**src/rtl/core/vfhp_pkg.sv**
```systemverilog
`timescale 1ns / 1ps
// ---------------------------------------------------------------------------
// vfhp_pkg
// shared types and constants of the video fragment header parser
// ---------------------------------------------------------------------------
package vfhp_pkg;

  // parser phase
  typedef enum logic [3:0] {
    PH_IDLE,
    PH_SHORT2,
    PH_SUBSEQ,
    PH_LEN0,
    PH_LEN1,
    PH_LEN2,
    PH_LEN3,
    PH_OFF0,
    PH_OFF1,
    PH_OFF2,
    PH_OFF3,
    PH_SEQ,
    PH_PAYLOAD
  } phase_t;

  // result beat kinds
  typedef enum logic [1:0] {
    EV_PAYLOAD,
    EV_SEGMENT,
    EV_FLUSH,
    EV_TRUNC
  } event_kind_t;

  // header byte bits 7:6
  localparam logic [1:0] HDR_SHORT    = 2'b01;
  localparam logic [1:0] HDR_MODE_END = 2'b10;
  localparam logic [1:0] HDR_MODE_TC  = 2'b11;

  localparam int LenW = 30;

  typedef struct packed {
    logic [7:0]  in_byte;
    logic [15:0] bytes_left;
    logic        chunk_first;
    logic [31:0] chunk_timecode;
    logic        chunk_keyframe;
  } in_beat_t;

  typedef struct packed {
    event_kind_t event_kind;
    logic [7:0]  payload;
    logic [29:0] seg_offset;
    logic [15:0] seg_size;
    logic [31:0] frame_time;
    logic        frame_end;
    logic        keyframe;
    logic        merged;
  } out_beat_t;

endpackage

```
**src/rtl/core/vfhp_if.sv**
```systemverilog
`timescale 1ns / 1ps
// ---------------------------------------------------------------------------
// vfhp stream interfaces
// valid/ready channels for input bytes and result beats
// ---------------------------------------------------------------------------
interface vfhp_in_if import vfhp_pkg::*; ();
  logic     valid;
  logic     ready;
  in_beat_t data;

  modport source (output valid, output data, input ready);
  modport sink   (input valid, input data, output ready);
endinterface

interface vfhp_out_if import vfhp_pkg::*; ();
  logic      valid;
  logic      ready;
  out_beat_t data;

  modport source (output valid, output data, input ready);
  modport sink   (input valid, input data, output ready);
endinterface

```
**src/rtl/core/video_fragment_header_parser_unit.sv**
```systemverilog
`timescale 1ns / 1ps
// ---------------------------------------------------------------------------
// video_fragment_header_parser_unit
// byte-serial sub-packet header parser: segment descriptors, payload beats,
// frame flushes and truncated header errors
// ---------------------------------------------------------------------------
// the result beat is registered: it appears in the cycle after the input beat that causes it
// throughput: one input beat per cycle; parse state updates in a single pass
//   of logic between the input port and the result register
// the result register frees each cycle it is taken, so input is stalled only
//   while a result beat waits and the sink holds ready low
// reset (rst, synchronous): parser idle, no segments held, no result pending
module video_fragment_header_parser_unit
  import vfhp_pkg::*;
(
  input  logic         clk,
  input  logic         rst,
  vfhp_in_if.sink      in_ch,
  vfhp_out_if.source   out_ch
);

  // parse state
  phase_t            phase, phase_next;
  logic [7:0]        header_byte, header_byte_next;
  logic [LenW-1:0]   length_acc, length_acc_next;
  logic [LenW-1:0]   offset_acc, offset_acc_next;
  logic [15:0]       payload_remaining, payload_remaining_next;
  logic [31:0]       current_timecode, current_timecode_next;
  logic              frame_keyframe, frame_keyframe_next;
  logic              frame_merged, frame_merged_next;
  logic              segments_pending, segments_pending_next;
  logic              deliver_at_end, deliver_at_end_next;

  // result register
  logic              out_valid;
  out_beat_t         out_beat;

  logic              in_acc;
  logic              ev_valid;
  out_beat_t         ev;

  // input beat fields
  logic [7:0]        b;
  logic [15:0]       bl;
  logic [31:0]       tc;

  // header finish path
  phase_t            ph;
  logic [15:0]       room;
  logic [LenW-1:0]   fin_len, fin_off;
  logic              mode_tc, mode_end;
  logic [31:0]       diff, diff_cl;
  logic [15:0]       seg;
  logic              deliver;
  logic [29:0]       seg_off;
  logic [31:0]       this_tc;
  logic [LenW-1:0]   len_minus_off;
  logic [15:0]       rem_dec;
  logic [15:0]       acc16;
  logic              do_finish;
  logic              hdr_check;

  // a new beat goes in whenever the result register is empty or being taken
  assign in_ch.ready  = !out_valid || out_ch.ready;
  assign in_acc       = in_ch.valid && in_ch.ready;
  assign out_ch.valid = out_valid;
  assign out_ch.data  = out_beat;

  assign b  = in_ch.data.in_byte;
  assign bl = in_ch.data.bytes_left;
  assign tc = in_ch.data.chunk_timecode;

  // room after the header byte; zero bytes left counts as one
  assign room = (bl == 16'd0) ? 16'd0 : bl - 16'd1;

  // segment math, valid when a header completes in this beat
  always_comb begin
    fin_len  = (phase == PH_SHORT2) ? {{(LenW-16){1'b0}}, room} : length_acc;
    fin_off  = (phase == PH_SHORT2) ? '0 : offset_acc;
    mode_tc  = (header_byte[7:6] == HDR_MODE_TC);
    mode_end = (header_byte[7:6] == HDR_MODE_END);
    len_minus_off = fin_len - fin_off;
    // offset-from-end: length minus (length minus raw) is the raw offset
    priority if (mode_end) begin
      diff = {2'b00, fin_off};
    end else if (mode_tc) begin
      diff = {2'b00, fin_len};
    end else begin
      diff = {2'b00, fin_len} - {2'b00, fin_off};
    end
    // negative fragment clamps to an empty segment
    diff_cl = diff[31] ? 32'd0 : diff;
    seg     = (diff_cl < {16'd0, room}) ? diff_cl[15:0] : room;
    deliver = header_byte[7] ||
              (({2'b00, fin_off} + {16'd0, seg}) >= {2'b00, fin_len});
    priority if (mode_tc) begin
      seg_off = '0;
    end else if (mode_end) begin
      seg_off = len_minus_off[29:0];
    end else begin
      seg_off = fin_off[29:0];
    end
    this_tc = mode_tc ? {2'b00, fin_off} : tc;
  end

  assign rem_dec = payload_remaining - 16'd1;
  assign acc16   = {length_acc[7:0], b};

  always_comb begin
    phase_next             = phase;
    header_byte_next       = header_byte;
    length_acc_next        = length_acc;
    offset_acc_next        = offset_acc;
    payload_remaining_next = payload_remaining;
    current_timecode_next  = current_timecode;
    frame_keyframe_next    = frame_keyframe;
    frame_merged_next      = frame_merged;
    segments_pending_next  = segments_pending;
    deliver_at_end_next    = deliver_at_end;
    ev_valid               = 1'b0;
    ev                     = '0;
    ev.keyframe            = frame_keyframe;
    ev.merged              = frame_merged;
    do_finish              = 1'b0;
    hdr_check              = 1'b0;
    ph                     = phase;

    // packet start: abandon partial work, maybe flush the held frame
    if (in_ch.data.chunk_first) begin
      ph                     = PH_IDLE;
      payload_remaining_next = '0;
      deliver_at_end_next    = 1'b0;
      if (!segments_pending) begin
        frame_keyframe_next = in_ch.data.chunk_keyframe;
        frame_merged_next   = 1'b0;
      end
      if (segments_pending && tc != current_timecode) begin
        ev_valid              = 1'b1;
        ev.event_kind         = EV_FLUSH;
        ev.frame_time         = current_timecode;
        ev.frame_end          = 1'b1;
        segments_pending_next = 1'b0;
      end
    end
    phase_next = ph;

    unique case (ph)
      PH_IDLE: begin
        // short tail bytes are ignored
        if (bl > 16'd2) begin
          header_byte_next = b;
          length_acc_next  = '0;
          offset_acc_next  = '0;
          priority if (b[7:6] == HDR_SHORT) begin
            phase_next = PH_SHORT2;
          end else if (!b[6]) begin
            phase_next = PH_SUBSEQ;
          end else begin
            phase_next = PH_LEN0;
          end
        end
      end
      PH_SHORT2: begin
        length_acc_next = fin_len;
        offset_acc_next = '0;
        do_finish       = 1'b1;
      end
      PH_SEQ: begin
        do_finish = 1'b1;
      end
      PH_PAYLOAD: begin
        payload_remaining_next = rem_dec;
        ev_valid               = 1'b1;
        ev.event_kind          = EV_PAYLOAD;
        ev.payload             = b;
        ev.frame_time          = current_timecode;
        if (rem_dec == 16'd0) begin
          ev.frame_end        = deliver_at_end;
          phase_next          = PH_IDLE;
          deliver_at_end_next = 1'b0;
          if (deliver_at_end) begin
            segments_pending_next = 1'b0;
            frame_keyframe_next   = 1'b0;
          end
        end
      end
      PH_SUBSEQ: begin
        phase_next = PH_LEN0;
        hdr_check  = 1'b1;
      end
      PH_LEN0: begin
        length_acc_next = {{(LenW-8){1'b0}}, b};
        phase_next      = PH_LEN1;
        hdr_check       = 1'b1;
      end
      PH_LEN1: begin
        // bit 15 marks a merged frame, bit 14 selects the 14-bit form
        if (acc16[15]) begin
          frame_merged_next = 1'b1;
        end
        if (acc16[14]) begin
          length_acc_next = {{(LenW-14){1'b0}}, acc16[13:0]};
          phase_next      = PH_OFF0;
        end else begin
          length_acc_next = {{(LenW-16){1'b0}}, acc16};
          phase_next      = PH_LEN2;
        end
        hdr_check = 1'b1;
      end
      PH_LEN2, PH_LEN3: begin
        length_acc_next = {length_acc[LenW-9:0], b};
        phase_next      = (ph == PH_LEN2) ? PH_LEN3 : PH_OFF0;
        hdr_check       = 1'b1;
      end
      PH_OFF0: begin
        offset_acc_next = {{(LenW-8){1'b0}}, b};
        phase_next      = PH_OFF1;
        hdr_check       = 1'b1;
      end
      PH_OFF1: begin
        if (offset_acc[6]) begin
          offset_acc_next = {{(LenW-14){1'b0}}, offset_acc[5:0], b};
          phase_next      = PH_SEQ;
        end else begin
          offset_acc_next = {{(LenW-16){1'b0}}, offset_acc[7:0], b};
          phase_next      = PH_OFF2;
        end
        hdr_check = 1'b1;
      end
      PH_OFF2, PH_OFF3: begin
        offset_acc_next = {offset_acc[LenW-9:0], b};
        phase_next      = (ph == PH_OFF2) ? PH_OFF3 : PH_SEQ;
        hdr_check       = 1'b1;
      end
      default: begin
        phase_next = PH_IDLE;
      end
    endcase

    // header complete: emit the segment descriptor
    if (do_finish) begin
      segments_pending_next = 1'b1;
      current_timecode_next = this_tc;
      ev_valid              = 1'b1;
      ev.event_kind         = EV_SEGMENT;
      ev.seg_offset         = seg_off;
      ev.seg_size           = seg;
      ev.frame_time         = this_tc;
      if (seg == 16'd0) begin
        // empty segment returns to idle; it closes the frame on its descriptor when delivered
        ev.frame_end = deliver;
        if (deliver) begin
          segments_pending_next = 1'b0;
          frame_keyframe_next   = 1'b0;
        end
        phase_next = PH_IDLE;
      end else begin
        payload_remaining_next = seg;
        deliver_at_end_next    = deliver;
        phase_next             = PH_PAYLOAD;
      end
    end

    // header runs past the end of the packet
    if (hdr_check && bl <= 16'd1) begin
      phase_next      = PH_IDLE;
      length_acc_next = '0;
      offset_acc_next = '0;
      ev_valid        = 1'b1;
      ev              = '0;
      ev.event_kind   = EV_TRUNC;
    end
  end

  always_ff @(posedge clk) begin
    if (rst) begin
      phase             <= PH_IDLE;
      header_byte       <= '0;
      length_acc        <= '0;
      offset_acc        <= '0;
      payload_remaining <= '0;
      current_timecode  <= '0;
      frame_keyframe    <= 1'b0;
      frame_merged      <= 1'b0;
      segments_pending  <= 1'b0;
      deliver_at_end    <= 1'b0;
      out_valid         <= 1'b0;
    end else begin
      if (in_acc) begin
        phase             <= phase_next;
        header_byte       <= header_byte_next;
        length_acc        <= length_acc_next;
        offset_acc        <= offset_acc_next;
        payload_remaining <= payload_remaining_next;
        current_timecode  <= current_timecode_next;
        frame_keyframe    <= frame_keyframe_next;
        frame_merged      <= frame_merged_next;
        segments_pending  <= segments_pending_next;
        deliver_at_end    <= deliver_at_end_next;
        out_valid         <= ev_valid;
      end else if (out_ch.ready) begin
        out_valid <= 1'b0;
      end
    end
  end

  // result payload needs no reset
  always_ff @(posedge clk) begin
    if (in_acc) begin
      out_beat <= ev;
    end
  end

`ifndef SYNTHESIS
  // while in the payload phase at least one byte is still owed
  a_payload_count: assert property (@(posedge clk) disable iff (rst)
    phase == PH_PAYLOAD |-> payload_remaining != 16'd0)
    else $error("payload phase with zero bytes remaining");

  // a payload byte in mid-packet always yields a payload beat
  a_payload_beat: assert property (@(posedge clk) disable iff (rst)
    in_acc && phase == PH_PAYLOAD && !in_ch.data.chunk_first
    |=> out_valid && out_beat.event_kind == EV_PAYLOAD)
    else $error("payload byte produced no payload beat");

  // reset leaves the parser idle with no result pending
  a_reset_idle: assert property (@(posedge clk)
    rst |=> phase == PH_IDLE && !out_valid && !segments_pending)
    else $error("state not cleared by reset");

  // a flush only happens when segments were held
  a_flush_held: assert property (@(posedge clk) disable iff (rst)
    in_acc && ev_valid && ev.event_kind == EV_FLUSH |-> segments_pending)
    else $error("flush with no held segments");
`endif

endmodule

```
**src/flat_wrapper.sv**
```systemverilog
// flat-port wrapper written by rule: the top's interface ports become plain ports
module video_fragment_header_parser_unit_flat import vfhp_pkg::*;
  (clk, rst, in_ch_valid, in_ch_data, in_ch_ready, out_ch_valid, out_ch_data, out_ch_ready);
  vfhp_in_if in_ch_i ();
  vfhp_out_if out_ch_i ();
  input  logic clk;
  input  logic rst;
  input wire logic [$bits(in_ch_i.valid)-1:0] in_ch_valid;
  input wire logic [$bits(in_ch_i.data)-1:0] in_ch_data;
  output wire logic [$bits(in_ch_i.ready)-1:0] in_ch_ready;
  output wire logic [$bits(out_ch_i.valid)-1:0] out_ch_valid;
  output wire logic [$bits(out_ch_i.data)-1:0] out_ch_data;
  input wire logic [$bits(out_ch_i.ready)-1:0] out_ch_ready;
  assign in_ch_i.valid = in_ch_valid;
  assign in_ch_i.data = in_ch_data;
  assign in_ch_ready = in_ch_i.ready;
  assign out_ch_valid = out_ch_i.valid;
  assign out_ch_data = out_ch_i.data;
  assign out_ch_i.ready = out_ch_ready;
  video_fragment_header_parser_unit u_core (.clk(clk), .rst(rst), .in_ch(in_ch_i), .out_ch(out_ch_i));
endmodule
```
**config.mk**
```make
export PLATFORM = sky130hd
export DESIGN_NAME = video_fragment_header_parser_unit_flat
export DESIGN_NICKNAME = d
export VERILOG_FILES = /design/src/rtl/core/vfhp_pkg.sv /design/src/rtl/core/vfhp_if.sv /design/src/rtl/core/video_fragment_header_parser_unit.sv /design/src/flat_wrapper.sv
export SDC_FILE = /design/constraint.sdc
export NUM_CORES = 1
export LEC_CHECK = 0
export BUFFER_PORTS_ARGS = -buffer_cell sky130_fd_sc_hd__buf_2
export CAP_MARGIN = 0
export CORE_UTILIZATION = 28
export CTS_CLUSTER_DIAMETER = 80
export DETAILED_ROUTE_END_ITERATION = 6
export GPL_ROUTABILITY_DRIVEN = 0
export PLACE_DENSITY = 0.45
export SLEW_MARGIN = 20
export SYNTH_ARGS = -nofsm -noshare
export SYNTH_HDL_FRONTEND = slang
export SYNTH_SLANG_ARGS = --single-unit
```
**constraint.sdc**
```tcl
create_clock -name clk -period 22.5 [get_ports clk]
set_clock_uncertainty 0.2 [all_clocks]
set_input_delay 3.375 -clock clk [delete_from_list [all_inputs] [get_ports clk]]
set_output_delay 3.375 -clock clk [all_outputs]
set_load 0.1 [all_outputs]
```
### Word-level counts from Yosys, hierarchy flattened

Cells that the tools add are included.

* output and inout port bits: 93
* memories kept: 0
* bits in latches: 0
* memory bits (writable): 0
* memory bits (read-only): 0
* bits in registers: 216
* bits of input ports: 62
* word-level logic and storage cells: 151

* order comparisons: 4
* divide/modulo/power cells: 0
* bitwise gates (word level): 2
* shifts and indexed selects: 0
* equal/unequal tests: 18
* $add $sub $neg: 5
* $mul: 0
* reduce and logical (&&, ||, !) cells: 25
* mux-type cells: 77

Operators by type and width (count)
* $pmux 30 s5: 2
* $mux 30: 6
* $mux 33: 4
* $mux 16: 8
* $mux 32: 3
* $logic_not 16->1: 3
* $pmux 4 s10: 1
* $mux 1: 39
* $ge 32x30->1: 1
* $lt 32x16->1: 1
* $ne 32x32->1: 1
* $sub 16x1->16 const B: 2
* $add 30x16->31: 1
* $mux 31: 1
* $sub 30x30->31: 1
* $sub 30x30->30: 1
* $mux 4: 7
* $eq 4x4->1 const B: 5
* $eq 4x3->1 const B: 4
* $gt 16x2->1 const B: 1
* $le 16x1->1 const B: 1
* $reduce_bool 6->1: 2
* $reduce_or 2->1: 6
* $mux 10: 1
* other kinds (16): 29

### Logic depth before layout (Yosys ltp)

Gate-level depths: netlist (run 1).

* word-level depth: 15
* mapped depth: 58
* depth with buffers taken out: 54

### Least setup slack after synthesis (run 1)

No wires, ideal clock.

* path type: in2reg
* from: input in_ch_data[47]
* to: register u_core.segments_pending
* stages: 50
* data required time: 22.213 ns
* path buffers: 3
* arrival time: 13.683 ns
* path slack: 8.530 ns
* setup time: 0.087 ns
* cell sequence: or4_4 -> or3_1 -> or4_1 -> and2_1 -> o21ai_0 -> ha_1 -> a21oi_1 -> o21ai_0 -> a41oi_1 -> and2_1 -> a21o_1 -> buf_2 -> buf_1 -> nor2_1 -> ha_1 -> a211oi_1 -> a221oi_1 -> a211oi_1 -> [... 14 more ...] -> o211a_1 -> o21a_1 -> nor2_1 -> nor3b_1 -> xnor2_1 -> ha_1 -> a21o_1 -> a21o_1 -> a21oi_1 -> nor2_1 -> a2111oi_0 -> a2bb2oi_1 -> o211a_1 -> o21ai_0 -> a41o_1 -> a311oi_1 -> a31oi_1 -> o31ai_1

* cells in the longest elaborated chain, start to end: 15
* elaborated cells between the ends (all ways): 17
* those cells by class: 3 x add/sub; 2 x order compare; 9 x mux; 3 x reduce/logical

RTL lines
* from (decl): RTL line flat_wrapper.sv:9 `input wire logic [$bits(in_ch_i.data)-1:0] in_ch_data;`
* $sub 16x1->16 or $logic_not 16->1 (tied branches): RTL line video_fragment_header_parser_unit.sv:74 `assign room = (bl == 16'd0) ? 16'd0 : bl - 16'd1;`
* $mux 16 *: RTL line video_fragment_header_parser_unit.sv:74
* $mux 30: RTL line video_fragment_header_parser_unit.sv:78 `fin_len = (phase == PH_SHORT2) ? {{(LenW-16){1'b0}}, room} : length_acc;`
* $sub 30x30->31: RTL line video_fragment_header_parser_unit.sv:89 `diff = {2'b00, fin_len} - {2'b00, fin_off};`
* $mux 32: RTL line video_fragment_header_parser_unit.sv:86 `end else if (mode_tc) begin`
* $mux 32: RTL line video_fragment_header_parser_unit.sv:84 `priority if (mode_end) begin`
* $mux 31: RTL line video_fragment_header_parser_unit.sv:92 `diff_cl = diff[31] ? 32'd0 : diff;`
* $lt 32x16->1: RTL line video_fragment_header_parser_unit.sv:93 `seg = (diff_cl < {16'd0, room}) ? diff_cl[15:0] : room;`
* $mux 16 *: RTL line video_fragment_header_parser_unit.sv:93
* net u_core.seg[1]: RTL line video_fragment_header_parser_unit.sv:53 `logic [15:0] seg;`
* $add 30x16->31: RTL line video_fragment_header_parser_unit.sv:95 `(({2'b00, fin_off} + {16'd0, seg}) >= {2'b00, fin_len});`
* $ge 32x30->1: RTL line video_fragment_header_parser_unit.sv:95
* $logic_or 1x1->1: RTL line video_fragment_header_parser_unit.sv:94 `deliver = header_byte[7] ||`
* $mux 1: RTL line video_fragment_header_parser_unit.sv:252 `if (deliver) begin`
* $mux 1 *: RTL line video_fragment_header_parser_unit.sv:249 `if (seg == 16'd0) begin`
* $mux 1 *: RTL line video_fragment_header_parser_unit.sv:241 `if (do_finish) begin`
* to (signal assigned): RTL line video_fragment_header_parser_unit.sv:298 `segments_pending <= segments_pending_next;`
* to (decl): RTL line video_fragment_header_parser_unit.sv:31 `logic segments_pending, segments_pending_next;`

The timed path passes the listed nets; every way through them passes the cells marked *.
A chain may end at the register's enable or synchronous reset.

### Worst setup path after layout (run 1)

* from: input in_ch_data[34]
* to: register u_core.segments_pending

Same word-level chain as after synthesis.

==> out/qor.yml, run 1 <==
drt:
  num_vias: 15700
  routed_wl_mm: 64.2
  post_drt_wl_per_cell_um: 22.8
  drt_iter0_markers: 1551
  drc: 1
  vias_per_cell: 5.57
  postRouteAntennaNets: 0
  dr.pass1.iters: 7
die:
  die-height_um: 238
  start_util: 0.283
  die_area_um2: 56500
  coreArea_um2: 55000
  fp.dieW_um: 238
  io_pins: 155
  rows: 86
yosys:
  synth_top_area_cell: "edfxtp_1"
  syn-num-nets: 2116
  yosysTopAreaCellShare: 0.176
  synth_compound_area_frac: 0.246
  synthAdderAreaFrac: 0.0813
  synthDistinctLibCells: 100
  syn_inst: 1955
  synth_edf_count: 91
  synthesis.area_um2: 15500
  synth_top_family_by_area: "compound AO/OA/AOI/OAI gates"
  synthMuxAreaShare: 0.0134
  async_flop_share: 0
  synth_xor_area_frac: 0.0507
  yosysSeqAreaShare: 0.329
  ys_ff_latch: 210
  avgSynthCellArea_um2: 7.95
  synthFlopType: "dfxtp_1"
  synthTopCellsByArea: "edfxtp_1 18%, dfxtp_1 15%, ha_1 7.8%"
  yosysWarnings: 0
  synth_simple_gate_area_frac: 0.228
setup_path:
  r2r_start: "u_core.phase[2]"
  path_common_cell: "a21oi_1"
  cp_slowest_cell: "a21o_1"
  cp_data_arrival_time_ns: 16.13
  critPathMaxFanout: 19
  critPathLaunch: "in_ch_data[34]"
  critical_path_required_ns: 22.79
  cp-end-kind: "flip-flop"
  critical_path.startpoint_type: "input pin"
  max_stage_delay_ns: 0.63
  path_class: "input pin to flip-flop"
pwr:
  powerDensity_nw_per_um2: 71.7
  p_leak_nw: 7.14
  irDropWorstVdd_mv: 0.0386
cts:
  clk_latency_ns: 0.58
  cts_hold_buffers: 0
  clk_pin_slew_ns: 0.06
  cts_made_buffers: 27
  cts_root_buf: "clkbuf_16"
  clk_path_buf_depth: 3
  cts_setup_buffers: 0
  h-tree-depth: 1
  cts_tree: "built"
  numClockSinks: 210
  post_cts_resized: 0
outcome:
  status: "finished with violations"
  violations: "DRC"
finish:
  nFillCells: 5935
  final_nets: 2206
  utilization: 0.326
  layout-drive-gt1-share: 0.133
  antenna_cells: 0
  syn2layout_area_growth_pct: 15.3
sta:
  slew-limit-headroom: 0.213
  hold_viol: 0
  grt_setup_unrepaired: "false"
  setup_viol: 0
  fin_crit_sh: 0.704
  worst_pin_slew_ns: 1.18
  final-max-slew-violation-count: 0
  period_needed_ns: 15.83
  fmax_mhz: 63.2
  fin_tns_setup_ns: 0
flow_run:
  maxCapViolCount: 0
min_path:
  hold_start: "u_core.offset_acc[12]"
  min_path_type: "flip-flop to flip-flop"
placement:
  port_buffers: 154
  dp.final_hpwl_mm: 49.2
global_routing:
  grt_pass1_vias: 14700
  grt-ovfl-total: 0
  track_usage: 0.222
  antenna_found_initial: 1
  grt_max_degree: 82
  grt_pass1_wl_mm: 95.4
## kinds of logic (layout without fill, tap and decap cells)
| kind of cell | count (synthesis) | after routing |
|---|---|---|
| adder cells (fa/ha/maj) | 100 | 100 |
| XOR/XNOR | 90 | 90 |
| multiplexers | 20 | 20 |
| AO/OA/AOI/OAI | 575 | 575 |
| flip-flops | 210 | 210 |
| AND/OR/NAND/NOR | 755 | 755 |
| buffers and inverters | 205 | 316 |
## layout make-up
| type | count | area [um2] | area share |
|---|---|---|---|
| multi-input cells | 1540 | 9670 | 0.539 |
| clock buffers | 33 | 739 | 0.0412 |
| flip-flops and latches | 210 | 5110 | 0.285 |
| well taps | 748 | 936 | 0.0522 |
| repair buffers | 175 | 931 | 0.0519 |
| clock inverters | 17 | 194 | 0.0108 |
| inverters | 91 | 344 | 0.0192 |
## worst max-delay path, delay by kind of cell
kind | cells | cell delay, ns
xor+xnor | 1 | 0.15
buf+inv | 3 | 0.39
fa+ha+maj | 5 | 1.58
compound gates | 31 | 8.03
simple gates | 11 | 2.55
## metal layers
metal / global-route usage / routed length [um] / share of wire / vias up
li1: - / - / - / 7331
met1: 0.322 / 30200 / 0.47 / 7608
met2: 0.334 / 27400 / 0.43 / 618
met3: 0.0354 / 4430 / 0.069 / 111
met4: 0.0710 / 2170 / 0.034 / 2
met5: 0 / 17 / 0.00026 / -
## state kept, by name, indices dropped and copies added (netlist names)
signal and count:
u_core.payload_remaining 16, u_core.frame_keyframe 1, u_core.length_acc 30, u_core.header_byte 2
u_core.current_timecode 32, u_core.frame_merged 1, u_core.out_ch.data 91, u_core.segments_pending 1
u_core.out_ch.valid 1, u_core.offset_acc 30, u_core.deliver_at_end 1, u_core.phase 4
## synthesized netlist by cell type (10+ instances only)
cell / instances
a21o_1: 29
a22oi_1: 50
nand2_1: 223
o21a_1: 10
inv_1: 87
nor3_1: 30
xnor2_1: 63
o21bai_1: 11
or3_1: 14
nand2b_1: 21
a31oi_1: 24
nand3_1: 51
and2_1: 29
o21ai_0: 121
and3_1: 25
edfxtp_1: 91
nand4_1: 34
a21oi_1: 148
nor4_1: 22
ha_1: 97
xor2_1: 27
dfxtp_1: 119
a211oi_1: 44
o31ai_1: 12
mux2i_1: 14
nor2_1: 252
clkbuf_1: 95
## placed cells by master, fill, tap and decap left out, drive strengths merged, types with 15 or more instances in the layout
master  netlist  layout
a211oi       46      46
a21o         29      29
a21oi       149     149
a22oi        50      50
a31oi        24      24
and2         30      30
and3         25      25
buf          19     175
clkbuf       95      33
dfxtp       119     119
edfxtp       91      91
ha           97      97
inv          89      95
nand2       224     224
nand2b       21      21
nand3        51      51
nand4        34      34
nor2        253     253
nor3         30      30
nor4         25      25
o21ai       132     132
o31ai        15      15
or3          15      15
xnor2        63      63
xor2         27      27
## path summary, 6_finish.rpt
kind / to / depth (start not counted) / slack [ns]
max: u_core.segments_pending / 51 / 6.67
min: u_core.offset_acc[12] / 2 / 0.27
max reg2reg: u_core.segments_pending / 45 / 8.50
min reg2reg: u_core.offset_acc[12] / 2 / 0.27
## report_power, final
| part | leakage, nW | internal, mW | total, mW | switching [mW] |
|---|---|---|---|---|
| logic | 4.78 | 0.117 | 0.414 | 0.297 |
| clock network | 0.460 | 0.271 | 0.455 | 0.184 |
| registers | 1.90 | 0.409 | 0.416 | 0.00708 |
| total | 7.14 | 0.797 | 1.29 | 0.488 |
## per-stage QoR
step                area (um2)  power (mW)  hold slack (ns)  worst slack (ns)  std cells
finish                   17900        1.29            0.271              6.67       2814
global route             17900        1.34            0.296              5.57       2814
CTS                      17900        1.29            0.270              6.90       2814
detailed placement       17000       0.827            0.260              6.34       2764
global placement         17000       0.824            0.254              6.82       2764
floorplan                15500       0.705            0.245              8.53       1955
No activity file was read; power rests on OpenSTA's default activity.
==> run 2, diff against run 1 <==
--- a/config.mk
+++ b/config.mk
@@ -5,6 +5,7 @@
 export SDC_FILE = /design/constraint.sdc
 export NUM_CORES = 1
 export LEC_CHECK = 0
+export ABC_AREA = 1
 export BUFFER_PORTS_ARGS = -buffer_cell sky130_fd_sc_hd__buf_2
 export CAP_MARGIN = 0
 export CORE_UTILIZATION = 28
==> constraint.sdc (replaced) <==
create_clock -name clk -period 14.7 [get_ports clk]
set_clock_uncertainty 0.2 [all_clocks]
set_input_delay 2.205 -clock clk [delete_from_list [all_inputs] [get_ports clk]]
set_output_delay 2.205 -clock clk [all_outputs]
set_load 0.1 [all_outputs]
==> out/qor.yml, run 2 <==
placement:
  port_buffers: 154  # unchanged
  dp.final_hpwl_mm: 48.5  # was 49.2 mm
  pre_cts_ws_ns: 1.41  # was 6.34 ns
drt:
  dr.pass1.iters: 6  # was 7
  drt_iter0_markers: 1496  # was 1551
  vias_per_cell: 5.02  # was 5.57
  drc: 0  # was 1
  routed_wl_mm: 62.8  # was 64.2 mm
  postRouteAntennaNets: 0  # unchanged
  num_vias: 16200  # was 15700
  post_drt_wl_per_cell_um: 19.5  # was 22.8 um
die:
  fp.dieW_um: 242  # was 238 um
  die_area_um2: 58400  # was 56500 um2
  io_pins: 155  # unchanged
  start_util: 0.284  # was 0.283
  die-height_um: 242  # was 238 um
  coreArea_um2: 56600  # was 55000 um2
  rows: 87  # was 86
finish:
  final_nets: 2600  # was 2206
  seq_area_um2: 5110  # unchanged
  layout-drive-gt1-share: 0.135  # was 0.133
  final_common_cell: "nand2_1"  # was nor2_1
  multi_input_area_um2: 9240  # was 9670 um2
  nFillCells: 6258  # was 5935
  antenna_cells: 0  # unchanged
  largest_reg_flops: 91  # unchanged
  final_cell_mix: "563 x nand2_1, 347 x inv_1, 197 x a21oi_1"  # was 251 x nor2_1, 222 x nand2_1, 153 x buf_2
  utilization: 0.327  # was 0.326
  syn2layout_area_growth_pct: 15.2  # was 15.3%
sta:
  worst_pin_slew_ns: 1.00  # was 1.18 ns
  slew-limit-headroom: 0.332  # was 0.213
  hold_viol: 0  # unchanged
  whs_ns: 0.266  # was 0.271 ns
  final-max-slew-violation-count: 0  # unchanged
  setup_viol: 0  # unchanged
  fin_ws_ns: 1.83  # was 6.67 ns
  grt_setup_unrepaired: "false"  # unchanged
  fmax_mhz: 77.7
  fin_crit_sh: 0.876
  fin_tns_setup_ns: 0  # unchanged
  period_needed_ns: 12.87
yosys:
  yosysSeqAreaShare: 0.318  # was 0.329
  synthTopCellsByArea: "edfxtp_1 17%, dfxtp_1 15%, nand2_1 13%"  # was edfxtp_1 18%, dfxtp_1 15%, ha_1 7.8%
  yosysTopAreaCellShare: 0.170  # was 0.176
  ys_ff_latch: 210  # unchanged
  synth_edf_count: 91  # unchanged
  yosysWarnings: 0  # unchanged
  syn_inst: 2324  # was 1955
  synthDistinctLibCells: 54  # was 100
  synth_most_common_cell: "nand2_1"  # was nor2_1
  synthesis.area_um2: 16100  # was 15500 um2
  netlist_top_cells_count: "564 x nand2_1, 348 x inv_1, 198 x a21oi_1"  # was 252 x nor2_1, 223 x nand2_1, 148 x a21oi_1
  synthFlopType: "dfxtp_1"  # unchanged
  async_flop_share: 0  # unchanged
  syn-num-nets: 2485  # was 2116
  synth_top_area_cell: "edfxtp_1"  # unchanged
  avgSynthCellArea_um2: 6.92  # was 7.95 um2
pwr:
  p_leak_nw: 8.47  # was 7.14 nW
  irDropWorstVdd_mv: 0.0781  # was 0.0386 mV
  powerDensity_nw_per_um2: 120  # was 71.7 nW/um2
  fin_total_pwr_mw: 2.21  # was 1.29 mW
setup_path:
  cp_data_arrival_time_ns: 12.99  # was 16.13 ns
  critical_path_required_ns: 14.82  # was 22.79 ns
  path_buf_inv: 8  # was 3
  cp-end-kind: "flip-flop"  # unchanged
  r2r_start: "u_core.phase[1]"  # was u_core.phase[2]
  path_delay_family: "simple AND/OR/NAND/NOR gates"  # was compound AO/OA/AOI/OAI gates
  reg2reg_depth: 63  # was 45
  critical_path.startpoint_type: "input pin"  # unchanged
  rrSetupSlack_ns: 2.88  # was 8.50 ns
  path_class: "input pin to flip-flop"  # unchanged
  max_stage_delay_ns: 0.54  # was 0.63 ns
  cp_slowest_cell: "nor3_1"  # was a21o_1
  critPathMaxFanout: 17  # was 19
  path_common_cell: "nand2_1"  # was a21oi_1
  r2r-end: "u_core.out_ch.data[2]"  # was u_core.segments_pending
cts:
  clk_path_buf_depth: 3  # unchanged
  h-tree-depth: 1  # unchanged
  numClockSinks: 210  # unchanged
  post_cts_resized: 0  # unchanged
  cts_root_buf: "clkbuf_16"  # unchanged
  cts_setup_buffers: 0  # unchanged
  cts_tree: "built"  # unchanged
  cts_made_buffers: 27  # unchanged
  clk_pin_slew_ns: 0.06  # about the same
  cts_hold_buffers: 0  # unchanged
  clk_latency_ns: 0.58  # about the same
min_path:
  worstHoldPathCells: 2  # unchanged
  hold_end: "u_core.offset_acc[23]"  # was u_core.offset_acc[12]
  hold_start: "u_core.offset_acc[23]"  # was u_core.offset_acc[12]
  min_path_type: "flip-flop to flip-flop"  # unchanged
global_routing:
  use_met1: 0.302  # was 0.322
  grt-ovfl-total: 0  # unchanged
  met3_usage: 0.0265  # was 0.0354
  grt_max_degree: 69  # was 82
  use_met2: 0.319  # was 0.334
  grt_pass1_vias: 15000  # was 14700
  grt-busiest-layer: "met2"  # unchanged
  grt_pass1_wl_mm: 93.7  # was 95.4 mm
  antenna_found_initial: 1  # unchanged
  track_usage: 0.207  # was 0.222
outcome:
  status: "finished, final reports clean"  # was finished with violations
flow_run:
  maxCapViolCount: 0  # unchanged
run 2: cell types whose count changed after synthesis, moves of 31 or more:
cell,change
nand2_1,+341
inv_1,+261
nand3_1,+68
nor2_1,-59
a21oi_1,+50
a22oi_1,-41
nand2_2,+36
a32o_1,+31
run 2: metrics by stage:
| step | cell area, um2 | cells |
|---|---|---|
| after floorplan | 16100 | 2324 |
| after global placement | 17600 | 3166 |
| after detailed placement | 17600 | 3166 |
| after CTS | 18500 | 3216 |
| after global routing | 18500 | 3216 |
| final | 18500 | 3216 |
run 2: per-layer routing:
metal | part of all wire | vias to the layer above
li1 | - | 7912
met1 | 0.48 | 7582
met2 | 0.43 | 573
met3 | 0.061 | 85
met4 | 0.027 | 2
met5 | 0.00018 | -
run 2: worst max path at each step:
stage / slack (ns) / cells past startpoint / to / startpoint
floorplan: 4.24 / 70 / u_core.out_ch.data[2] / in_ch_data[34]
global placement: 1.54 / 68 / u_core.out_ch.data[2] / in_ch_data[34]
detailed placement: 1.41 / 68 / u_core.out_ch.data[2] / in_ch_data[34]
CTS: 1.97 / 68 / u_core.out_ch.data[2] / in_ch_data[34]
global route: 0.78 / 68 / u_core.out_ch.data[2] / in_ch_data[34]
finish: 1.83 / 68 / u_core.out_ch.data[2] / in_ch_data[34]
run 2: layout make-up:
class,instances,share of cell area
Tap cell,756,0.0510
Clock buffer,32,0.0375
Sequential cell,210,0.276
Inverter,356,0.0722
Timing Repair Buffer,177,0.0510
Clock inverter,18,0.0135
Multi-Input combinational cell,1667,0.499
run 2: logic make-up after synthesis:
logic type                 after synthesis  synth area share
xor gates and xnor gates                79            0.0430
buffers and inverters                  447             0.109
DFF                                    210             0.318
AOI/OAI and AO/OA                      450             0.167
and+or+nand+nor                       1039             0.285
adders and majority gates               99            0.0779
run 2: where the power goes:
part	internal, mW	total (mW)	switching (mW)	leakage, nW
logic	0.234	0.856	0.622	6.11
clock network	0.429	0.716	0.287	0.461
registers	0.631	0.643	0.0119	1.90
total	1.29	2.21	0.920	8.47
run 2: worst reg2reg max path: cells and delay by family, from the launching register on:
family / cells / cell delay (ns)
compound gates: 13 / 2.99
xor+xnor: 1 / 0.17
fa+ha+maj: 4 / 1.30
buf+inv: 7 / 1.27
flops: 1 / 0.35
simple gates: 38 / 5.27
